===== config.mk =====
export PLATFORM = sky130hd
export DESIGN_NAME = egsa_cfg
export DESIGN_NICKNAME = d
export VERILOG_FILES = /design/src/hdl/embedding_gradient_scatter_add_macros.svh /design/src/hdl/egsa_pkg.sv /design/src/hdl/egsa_cfg.sv
export SDC_FILE = /design/constraint.sdc
export NUM_CORES = 1
export LEC_CHECK = 0
export BUFFER_PORTS_ARGS = -buffer_cell sky130_fd_sc_hd__buf_2
export CAP_MARGIN = 20
export CORE_MARGIN = 2
export CORE_UTILIZATION = 41
export CTS_BUF_LIST = sky130_fd_sc_hd__clkbuf_4 sky130_fd_sc_hd__clkbuf_8 sky130_fd_sc_hd__clkbuf_16
export CTS_CLUSTER_SIZE = 24
export DETAILED_ROUTE_END_ITERATION = 12
export PLACE_DENSITY = 0.78
export SYNTH_ARGS = -nofsm -noshare
export SYNTH_HDL_FRONTEND = slang
export SYNTH_SLANG_ARGS = --single-unit
export TNS_END_PERCENT = 5

===== constraint.sdc =====
create_clock -name clk -period 1.3 [get_ports clk]
set_input_delay 0.26 -clock clk [delete_from_list [all_inputs] [get_ports clk]]
set_output_delay 0.26 -clock clk [all_outputs]
set_load 0.01 [all_outputs]

===== src/hdl/embedding_gradient_scatter_add_macros.svh =====
// ----------------------------------------------------------------------------
// Assertion macros for the gradient scatter-add block
// Clocked on clk, disabled while rst_n is low.
// ----------------------------------------------------------------------------
`ifndef EMBEDDING_GRADIENT_SCATTER_ADD_MACROS_SVH
`define EMBEDDING_GRADIENT_SCATTER_ADD_MACROS_SVH

// same-cycle implication
`define EGSA_ASSERT_NOW(lbl, ante, cons) \
  lbl: assert property (@(posedge clk) disable iff (!rst_n) (ante) |-> (cons)) \
    else $error("egsa assertion failed");

// next-cycle implication
`define EGSA_ASSERT_NEXT(lbl, ante, cons) \
  lbl: assert property (@(posedge clk) disable iff (!rst_n) (ante) |=> (cons)) \
    else $error("egsa assertion failed");

`endif


===== src/hdl/egsa_pkg.sv =====
`timescale 1ns / 1ps
// ----------------------------------------------------------------------------
// egsa_pkg
// Shared widths, codes and register map of the gradient scatter-add block.
// ----------------------------------------------------------------------------
package egsa_pkg;

  localparam int GRAD_W   = 32;
  localparam int KIND_W   = 2;
  localparam int ROW_FW   = 10;
  localparam int POS_FW   = 6;

  typedef enum logic [KIND_W-1:0] {
    KIND_ACCUM = 2'd0,
    KIND_READ  = 2'd1,
    KIND_CLEAR = 2'd2
  } kind_t;

  localparam int CFG_ADDR_W = 3;
  localparam int CFG_IDX_W  = CFG_ADDR_W - 2;
  localparam logic [CFG_IDX_W-1:0] REG_GRADIENT_SCALE = '0;

  localparam logic signed [GRAD_W-1:0] SCALE_RESET = 32'sd65536;
  localparam logic signed [GRAD_W-1:0] GRAD_MAX    = 32'sh7FFF_FFFF;
  localparam logic signed [GRAD_W-1:0] GRAD_MIN    = 32'sh8000_0000;

endpackage


===== src/hdl/egsa_cfg.sv =====
`timescale 1ns / 1ps
// ----------------------------------------------------------------------------
// egsa_cfg
// APB register file holding the gradient scale.
// ----------------------------------------------------------------------------
module egsa_cfg import egsa_pkg::*; (
  input  logic                         clk,
  input  logic                         rst_n,
  input  logic                         psel,
  input  logic                         penable,
  input  logic                         pwrite,
  input  logic [CFG_ADDR_W-1:0]        paddr,
  input  logic [GRAD_W-1:0]            pwdata,
  output logic [GRAD_W-1:0]            prdata,
  output logic                         pready,
  output logic signed [GRAD_W-1:0]     scale
);

  logic signed [GRAD_W-1:0] scale_r;
  logic [CFG_IDX_W-1:0]     reg_idx;
  logic                     wr_en;

  assign reg_idx = paddr[CFG_ADDR_W-1:2];
  assign pready  = 1'b1;
  assign wr_en   = psel && penable && pwrite && pready;

  always_ff @(posedge clk) begin
    if (!rst_n) begin
      scale_r <= SCALE_RESET;
    end else if (wr_en && reg_idx == REG_GRADIENT_SCALE) begin
      scale_r <= pwdata;
    end
  end

  assign prdata = (reg_idx == REG_GRADIENT_SCALE) ? scale_r : '0;
  assign scale  = scale_r;

endmodule


==> out/metrics.csv, run 1 <==
stage;metric;value;unit
routing;drt-initial-drc-count;61;
clock_network;cts-hold-fix-buffers;0;
sta;rsz_0062_raised_after_global_routing;false;
floorplan;core_area;0.00363;sq mm
min_path;min_delay_path_depth;3;
placed_design;placed_cells;317;
synthesis;synth_fp_nets;217;
worst_setup_path;worst_setup_path_start_kind;input port;
floorplan;design.die.area;0.00427;sq mm
synthesis;post-synth-top-count-cell;sky130_fd_sc_hd__nand2_1;
synthesis;mapped_avg_cell_area;8.72;sq um
grt;global_router_s_overall_resource_usage;15.7;%
clock_network;clock_transition_at_path_regs;0.06;ns
routing;wirelength;3310;microns
synthesis;synthesis.yosys.warnings;0;
cells_and_area;max_ffs_per_register;32;
clock_network;cts_num_sinks;32;
sta;final-setup-viol-count;0;
floorplan;floorplan.initialDensity;42.5;%
synthesis;synth_cell_type_count;12;
run;timing.max_cap.violations;0;
pwr;report.power.total;2.05;mW
grt;grt_pass1_vias;1208;
cells_and_area;num_antenna_cells;0;
sta;fin_skew;0;ns
worst_setup_path;critPathRequiredTime;1.04;ns
worst_setup_path;timing.critical_path.to_type;primary output;
routing;route.detailed.drc;0;
sta;fin_crit_sh;91.0;%
routing;route.detailed.wl_per_inst;10.2;microns
sta;final_max_slew_viol_count;0;
clock_network;cts.htree.levels;2;
cells_and_area;areaGrowthSynthToFinish;41.6;%
synthesis;synth.area.top_cells;sky130_fd_sc_hd__dfxtp_1 42%, sky130_fd_sc_hd__mux2i_1 21%, sky130_fd_sc_hd__nand2_1 15%;
clock_network;tritoncts.num_buffers;5;
cells_and_area;nNetsFinal;316;
synthesis;synthCells;177;
cells_and_area;stdcell_count;325;
worst_setup_path;worst-endpoint-arrival;0.92;ns
routing;drtPass1Iterations;4;
placed_design;port_buffers;101;
floorplan;core.rowCount;22;
clock_network;clk_path_buf_depth;2;
synthesis;yosys_register_bits;32;
grt;global_route.overflow_total;0;
routing;route.vias.total;1442;
worst_setup_path;path_max_fanout;12;
synthesis;asyncSetResetFlopFracSynth;0;%
sta;fin_setup_tns;0;ns
sta;maxClockFrequency;846;MHz
grt;grt_first_pass_wirelength;5220;microns
clock_network;post_cts.repair.setup_buffers;0;
routing;ant_nets;0;
grt;grt_start_max_net_pins;43;
pwr;power_density;937;mW/mm^2
worst_setup_path;reg2reg_depth;2;
grt;grt_antenna_before_repair;0;
clock_network;cts_resized;0;
pwr;static-leakage-power;1.11;nW
worst_setup_path;critPathLaunch;paddr[2];
worst_setup_path;crit-reg2reg-launch;scale[18]$_SDFFE_PN0P_;
floorplan;pin_count;105;
sta;finalHoldViolations;0;
clock_network;tritoncts;yes;
cells_and_area;drive_above_1_share;42.6;%
sta;fin_hold_ws;0.232;ns
synthesis;synth_ff_type;sky130_fd_sc_hd__dfxtp_1;
synthesis;synth_enable_flop_cells;0;
synthesis;synth_top_area_share;41.5;%
floorplan;die_w;65.3;microns
placed_design;hpwl;2580;microns
min_path;start_point_of_the_worst_min_delay_path;pwdata[25];
synthesis;synth_commonest_cells;62 x sky130_fd_sc_hd__nand2_1, 32 x sky130_fd_sc_hd__dfxtp_1, 32 x sky130_fd_sc_hd__mux2i_1, 32 x sky130_fd_sc_hd__nor2b_1, 9 x sky130_fd_sc_hd__clkbuf_1;
synthesis;synth_top_cell_by_area;sky130_fd_sc_hd__dfxtp_1;
synthesis;netlist_area_pre_place;0.00154;sq mm
floorplan;dieHeight;65.3;microns
pwr;worst_ir_drop_vdd;0.698;mV
sta;post-route-min-period;1.18;ns
clock_network;worstSkewPairLatency;0.27;ns
run_status;status;completed;
placed_design;finalWeightedCongestion;0.777;
worst_setup_path;worst-setup-path-type;in2out;
routing;detail_route.vias_per_cell;4.44;
clock_network;ctsRootBufferMaster;sky130_fd_sc_hd__clkbuf_8;
min_path;min_path_type;in2reg;
synthesis;seq_area_frac_synth;41.5;%
==> final timing paths <==
check	end	slack, ns
max reg2reg	scale[18]$_SDFFE_PN0P_	0.69
max	prdata[29]	0.12
min	scale[25]$_SDFFE_PN0P_	0.23
min reg2reg	scale[7]$_SDFFE_PN0P_	0.47
==> kinds of logic after synthesis <==
group | count (synthesis) | synth area share [%]
buffers and inverters | 15 | 7.62
other | 1 | 0.243
DFF | 32 | 41.5
and+or+nand+nor | 97 | 29.8
muxes | 32 | 20.8
==> cells in the final DEF (no fill, tap or decap) <==
| master | netlist | final |
|---|---|---|
| sky130_fd_sc_hd__buf_2 | 1 | 101 |
| sky130_fd_sc_hd__nand2_1 | 62 | 62 |
| sky130_fd_sc_hd__nor2b_1 | 32 | 32 |
| sky130_fd_sc_hd__mux2i_1 | 32 | 32 |
| sky130_fd_sc_hd__dfxtp_1 | 32 | 32 |
| sky130_fd_sc_hd__clkbuf_8 | 0 | 6 |
| sky130_fd_sc_hd__buf_12 | 3 | 4 |
| sky130_fd_sc_hd__and2b_2 | 2 | 2 |
| sky130_fd_sc_hd__clkbuf_4 | 0 | 2 |
| sky130_fd_sc_hd__buf_4 | 1 | 2 |
| sky130_fd_sc_hd__and4b_2 | 0 | 1 |
| sky130_fd_sc_hd__conb_1 | 1 | 1 |
==> area by class of cell <==
type	count	area, sq um
Multi-Input combinational cell	130	786
Tap cell	48	60.1
Clock buffer	8	97.6
Timing Repair Buffer	107	601
Fill cell	344	1450
Sequential cell	32	641
==> critical path, cell delays in order <==
cell	delay [ns]
sky130_fd_sc_hd__buf_2	0.12
sky130_fd_sc_hd__buf_4	0.18
sky130_fd_sc_hd__and2b_2	0.22
sky130_fd_sc_hd__buf_2	0.13
==> metrics by stage <==
stage,setup slack [ns],util [%],cell area (sq um)
floorplan,0.300,-,1540
global placement,0.0996,57.4,2090
detailed placement,0.0631,57.4,2090
CTS,0.113,60.1,2180
global route,0.0577,60.1,2180
finish,0.118,60.1,2180
==> layer usage <==
metal  up-vias  track usage, %  part of all wire (%)  wire (microns)
met5         -               0                     0               0
met4         0            7.81                   1.7              57
met3         4            3.42                   7.0             232
met2        56            27.4                    49            1620
met1       631            18.0                    42            1400
li1        751               -                     -               -
==> power by group <==
part	switching (mW)	internal [mW]	total [mW]	leakage, nW
Combinational	0.122	0.123	0.245	0.799
Clock	0.313	0.472	0.785	0.0523
Sequential	0.0142	1.00	1.02	0.259
Note: power is estimated with default switching activity, not from simulation.
==> run 2: changes to the inputs <==
- clock period: 1.3 -> 1.1 ns (I/O delays scaled with it)
==> out/metrics.csv, run 2 (synthesis results as in run 1) <==
stage;metric;value;unit;change
cells_and_area;drive_above_1_share;58.0;%;+15 points
sta;maxClockFrequency;892;MHz;
pwr;switching_power;0.570;mW;+27%
clock_network;clock_transition_at_path_regs;0.06;ns;about the same
worst_setup_path;critPathRequiredTime;0.88;ns;-0.16 ns
floorplan;core.rowCount;22;;unchanged
worst_setup_path;crit-reg2reg-launch;scale[29]$_SDFFE_PN0P_;;
pwr;internal_power;1.91;mW;+19%
routing;route.detailed.drc;0;;unchanged
routing;drtPass1Iterations;4;;unchanged
min_path;hold-path-endpoint;scale[28]$_SDFFE_PN0P_;;
sta;rsz_0062_raised_after_global_routing;true;;
pwr;seq_power_share;48.6;%;-1.1 points
clock_network;tritoncts;yes;;
worst_setup_path;timing.critical_path.to_type;primary output;;
min_path;min_path_type;in2reg;;
worst_setup_path;reg2reg_depth;3;;+1
sta;final-setup-viol-count;2;;+2
cells_and_area;stdcell_count;329;;+1.2%
worst_setup_path;worst-endpoint-arrival;0.90;ns;-0.02 ns
worst_setup_path;worst-setup-path-type;reg2out;;
clock_network;clk_path_buf_depth;2;;unchanged
cells_and_area;areaGrowthSynthToFinish;54.2;%;
cells_and_area;nNetsFinal;321;;+1.6%
worst_setup_path;worstReg2RegEnd;scale[29]$_SDFFE_PN0P_;;
grt;grt_first_pass_wirelength;5660;microns;+8.3%
pwr;power_density;1040;mW/mm^2;+11%
floorplan;design.die.area;0.00427;sq mm;unchanged
floorplan;floorplan.initialDensity;42.5;%;unchanged
cells_and_area;layout.cells.most_common;sky130_fd_sc_hd__buf_2;;
sta;post-route-min-period;1.12;ns;
worst_setup_path;worst_setup_path_start_kind;flop;;
cells_and_area;max_ffs_per_register;32;;unchanged
pwr;pwr-share-comb;13.0;%;+1.0 points
placed_design;port_buffers;101;;unchanged
min_path;start_point_of_the_worst_min_delay_path;pwdata[28];;
clock_network;cts.htree.levels;2;;unchanged
run_status;status;finished with violations;;
floorplan;dieHeight;65.3;microns;unchanged
clock_network;cts_num_sinks;32;;unchanged
floorplan;die_w;65.3;microns;unchanged
min_path;min_delay_path_depth;3;;unchanged
sta;fin_hold_ws;0.176;ns;-0.0555 ns
sta;final.setup.worst_slack;-0.0206;ns;-0.138 ns
placed_design;placed_cells;320;;+0.95%
clock_network;ctsRootBufferMaster;sky130_fd_sc_hd__clkbuf_8;;
sta;fin_crit_sh;102;%;
routing;ant_nets;0;;unchanged
cells_and_area;finalCoreUtilization;65.5;%;+5.3 points
pwr;p_sw_share;23.0;%;+1.1 points
worst_setup_path;path_max_fanout;2;;-10
routing;route.vias.total;1477;;+2.4%
pwr;static-leakage-power;1.16;nW;+4.3%
sta;final_max_slew_viol_count;0;;unchanged
floorplan;core_area;0.00363;sq mm;unchanged
pwr;worst_ir_drop_vdd;0.557;mV;-20%
pwr;clock_power_share;38.4;%;about the same
routing;route.detailed.wl_per_inst;11.1;microns;+9.3%
run;timing.max_cap.violations;0;;unchanged
cells_and_area;mostFrequentLayoutCells;92 x sky130_fd_sc_hd__buf_2, 62 x sky130_fd_sc_hd__nand2_1, 32 x sky130_fd_sc_hd__mux2i_1, 32 x sky130_fd_sc_hd__dfxtp_2, 23 x sky130_fd_sc_hd__nor2b_1;;
routing;wirelength;3660;microns;+11%
run_status;violations;setup timing;;
sta;finalHoldViolations;0;;unchanged
placed_design;finalWeightedCongestion;0.723;;-6.9%
grt;grt_pass1_vias;1344;;+11%
clock_network;cts-hold-fix-buffers;0;;unchanged
grt;global_route.overflow_total;0;;unchanged
worst_setup_path;rrSetupSlack;0.41;ns;-0.28 ns
clock_network;worstSkewPairLatency;0.27;ns;about the same
floorplan;pin_count;105;;unchanged
grt;grt_start_max_net_pins;35;;-19%
routing;detail_route.vias_per_cell;4.49;;+1.2%
sta;fin_setup_tns;-0.0366;ns;-0.0366 ns
grt;global_router_s_overall_resource_usage;17.1;%;+1.4 points
cells_and_area;fillCellCount;314;;-8.7%
cells_and_area;num_antenna_cells;0;;unchanged
placed_design;hpwl;2610;microns;+1.0%
routing;drt-initial-drc-count;32;;-48%
grt;grt_antenna_before_repair;0;;unchanged
sta;fin_skew;0;ns;unchanged
clock_network;tritoncts.num_buffers;5;;unchanged
-- run 2: layout make-up --
type	instances	area, sq um	share of cell area [%]
clock buffer	7	96.3	4.05
tap	48	60.1	2.52
sequential	32	681	28.6
timing repair buffer	112	698	29.4
multi-input combinational	130	843	35.5
-- run 2: metal layers --
metal,global-route usage (%),vias up,part of all wire (%)
met5,0,-,0
met4,7.29,0,1.4
met3,5.14,5,6.6
met2,30.6,56,51
met1,18.6,654,41
li1,-,762,-
-- run 2: power by group through the flow --
| stage | Combinational [mW] | Clock (mW) | Sequential [mW] |
|---|---|---|---|
| 2_1_floorplan | 0.151 | 0 | 1.24 |
| 3_3_place_gp | 0.295 | 0 | 1.23 |
| 3_5_place_dp | 0.302 | 0 | 1.23 |
| 4_1_cts | 0.309 | 0.984 | 1.20 |
| 5_1_grt | 0.354 | 1.05 | 1.21 |
| 6_report | 0.322 | 0.951 | 1.21 |
-- run 2: what timing repair did --
| item | CTS | global route |
|---|---|---|
| hold endpoints to repair | 0 | 0 |
| setup endpoints to repair | 24 | 32 |
| buffers inserted | 2 | 0 |
| resized for setup | 27 | 27 |
| pin swaps | 0 | 0 |
-- run 2: critical path: stages, from the launching register on --
cell                      delay (ns)
sky130_fd_sc_hd__dfxtp_2        0.32
sky130_fd_sc_hd__and2b_2        0.19
sky130_fd_sc_hd__buf_6          0.12
-- run 2: worst max-delay path by stage --
stage                           start  cells after the start  slack, ns                endpoint
2_1_floorplan                paddr[2]                      4       0.14   scale[0]$_SDFFE_PN0P_
3_3_place_gp                 paddr[2]                      4      -0.03  scale[16]$_SDFFE_PN1P_
3_5_place_dp                 paddr[2]                      4      -0.07  scale[13]$_SDFFE_PN0P_
4_1_cts        scale[31]$_SDFFE_PN0P_                      2      -0.03              prdata[31]
5_1_grt        scale[31]$_SDFFE_PN0P_                      2      -0.04              prdata[31]
6_report       scale[31]$_SDFFE_PN0P_                      2      -0.02              prdata[31]
-- run 2: stage by stage --
step                      area [sq um]  setup slack (ns)  total power [mW]
after floorplan                   1540             0.140              1.39
after global placement            2110           -0.0339              1.52
after detailed placement          2110           -0.0664              1.53
after CTS                         2270           -0.0316              2.50
after global routing              2380           -0.0448              2.61
final                             2380           -0.0206              2.48
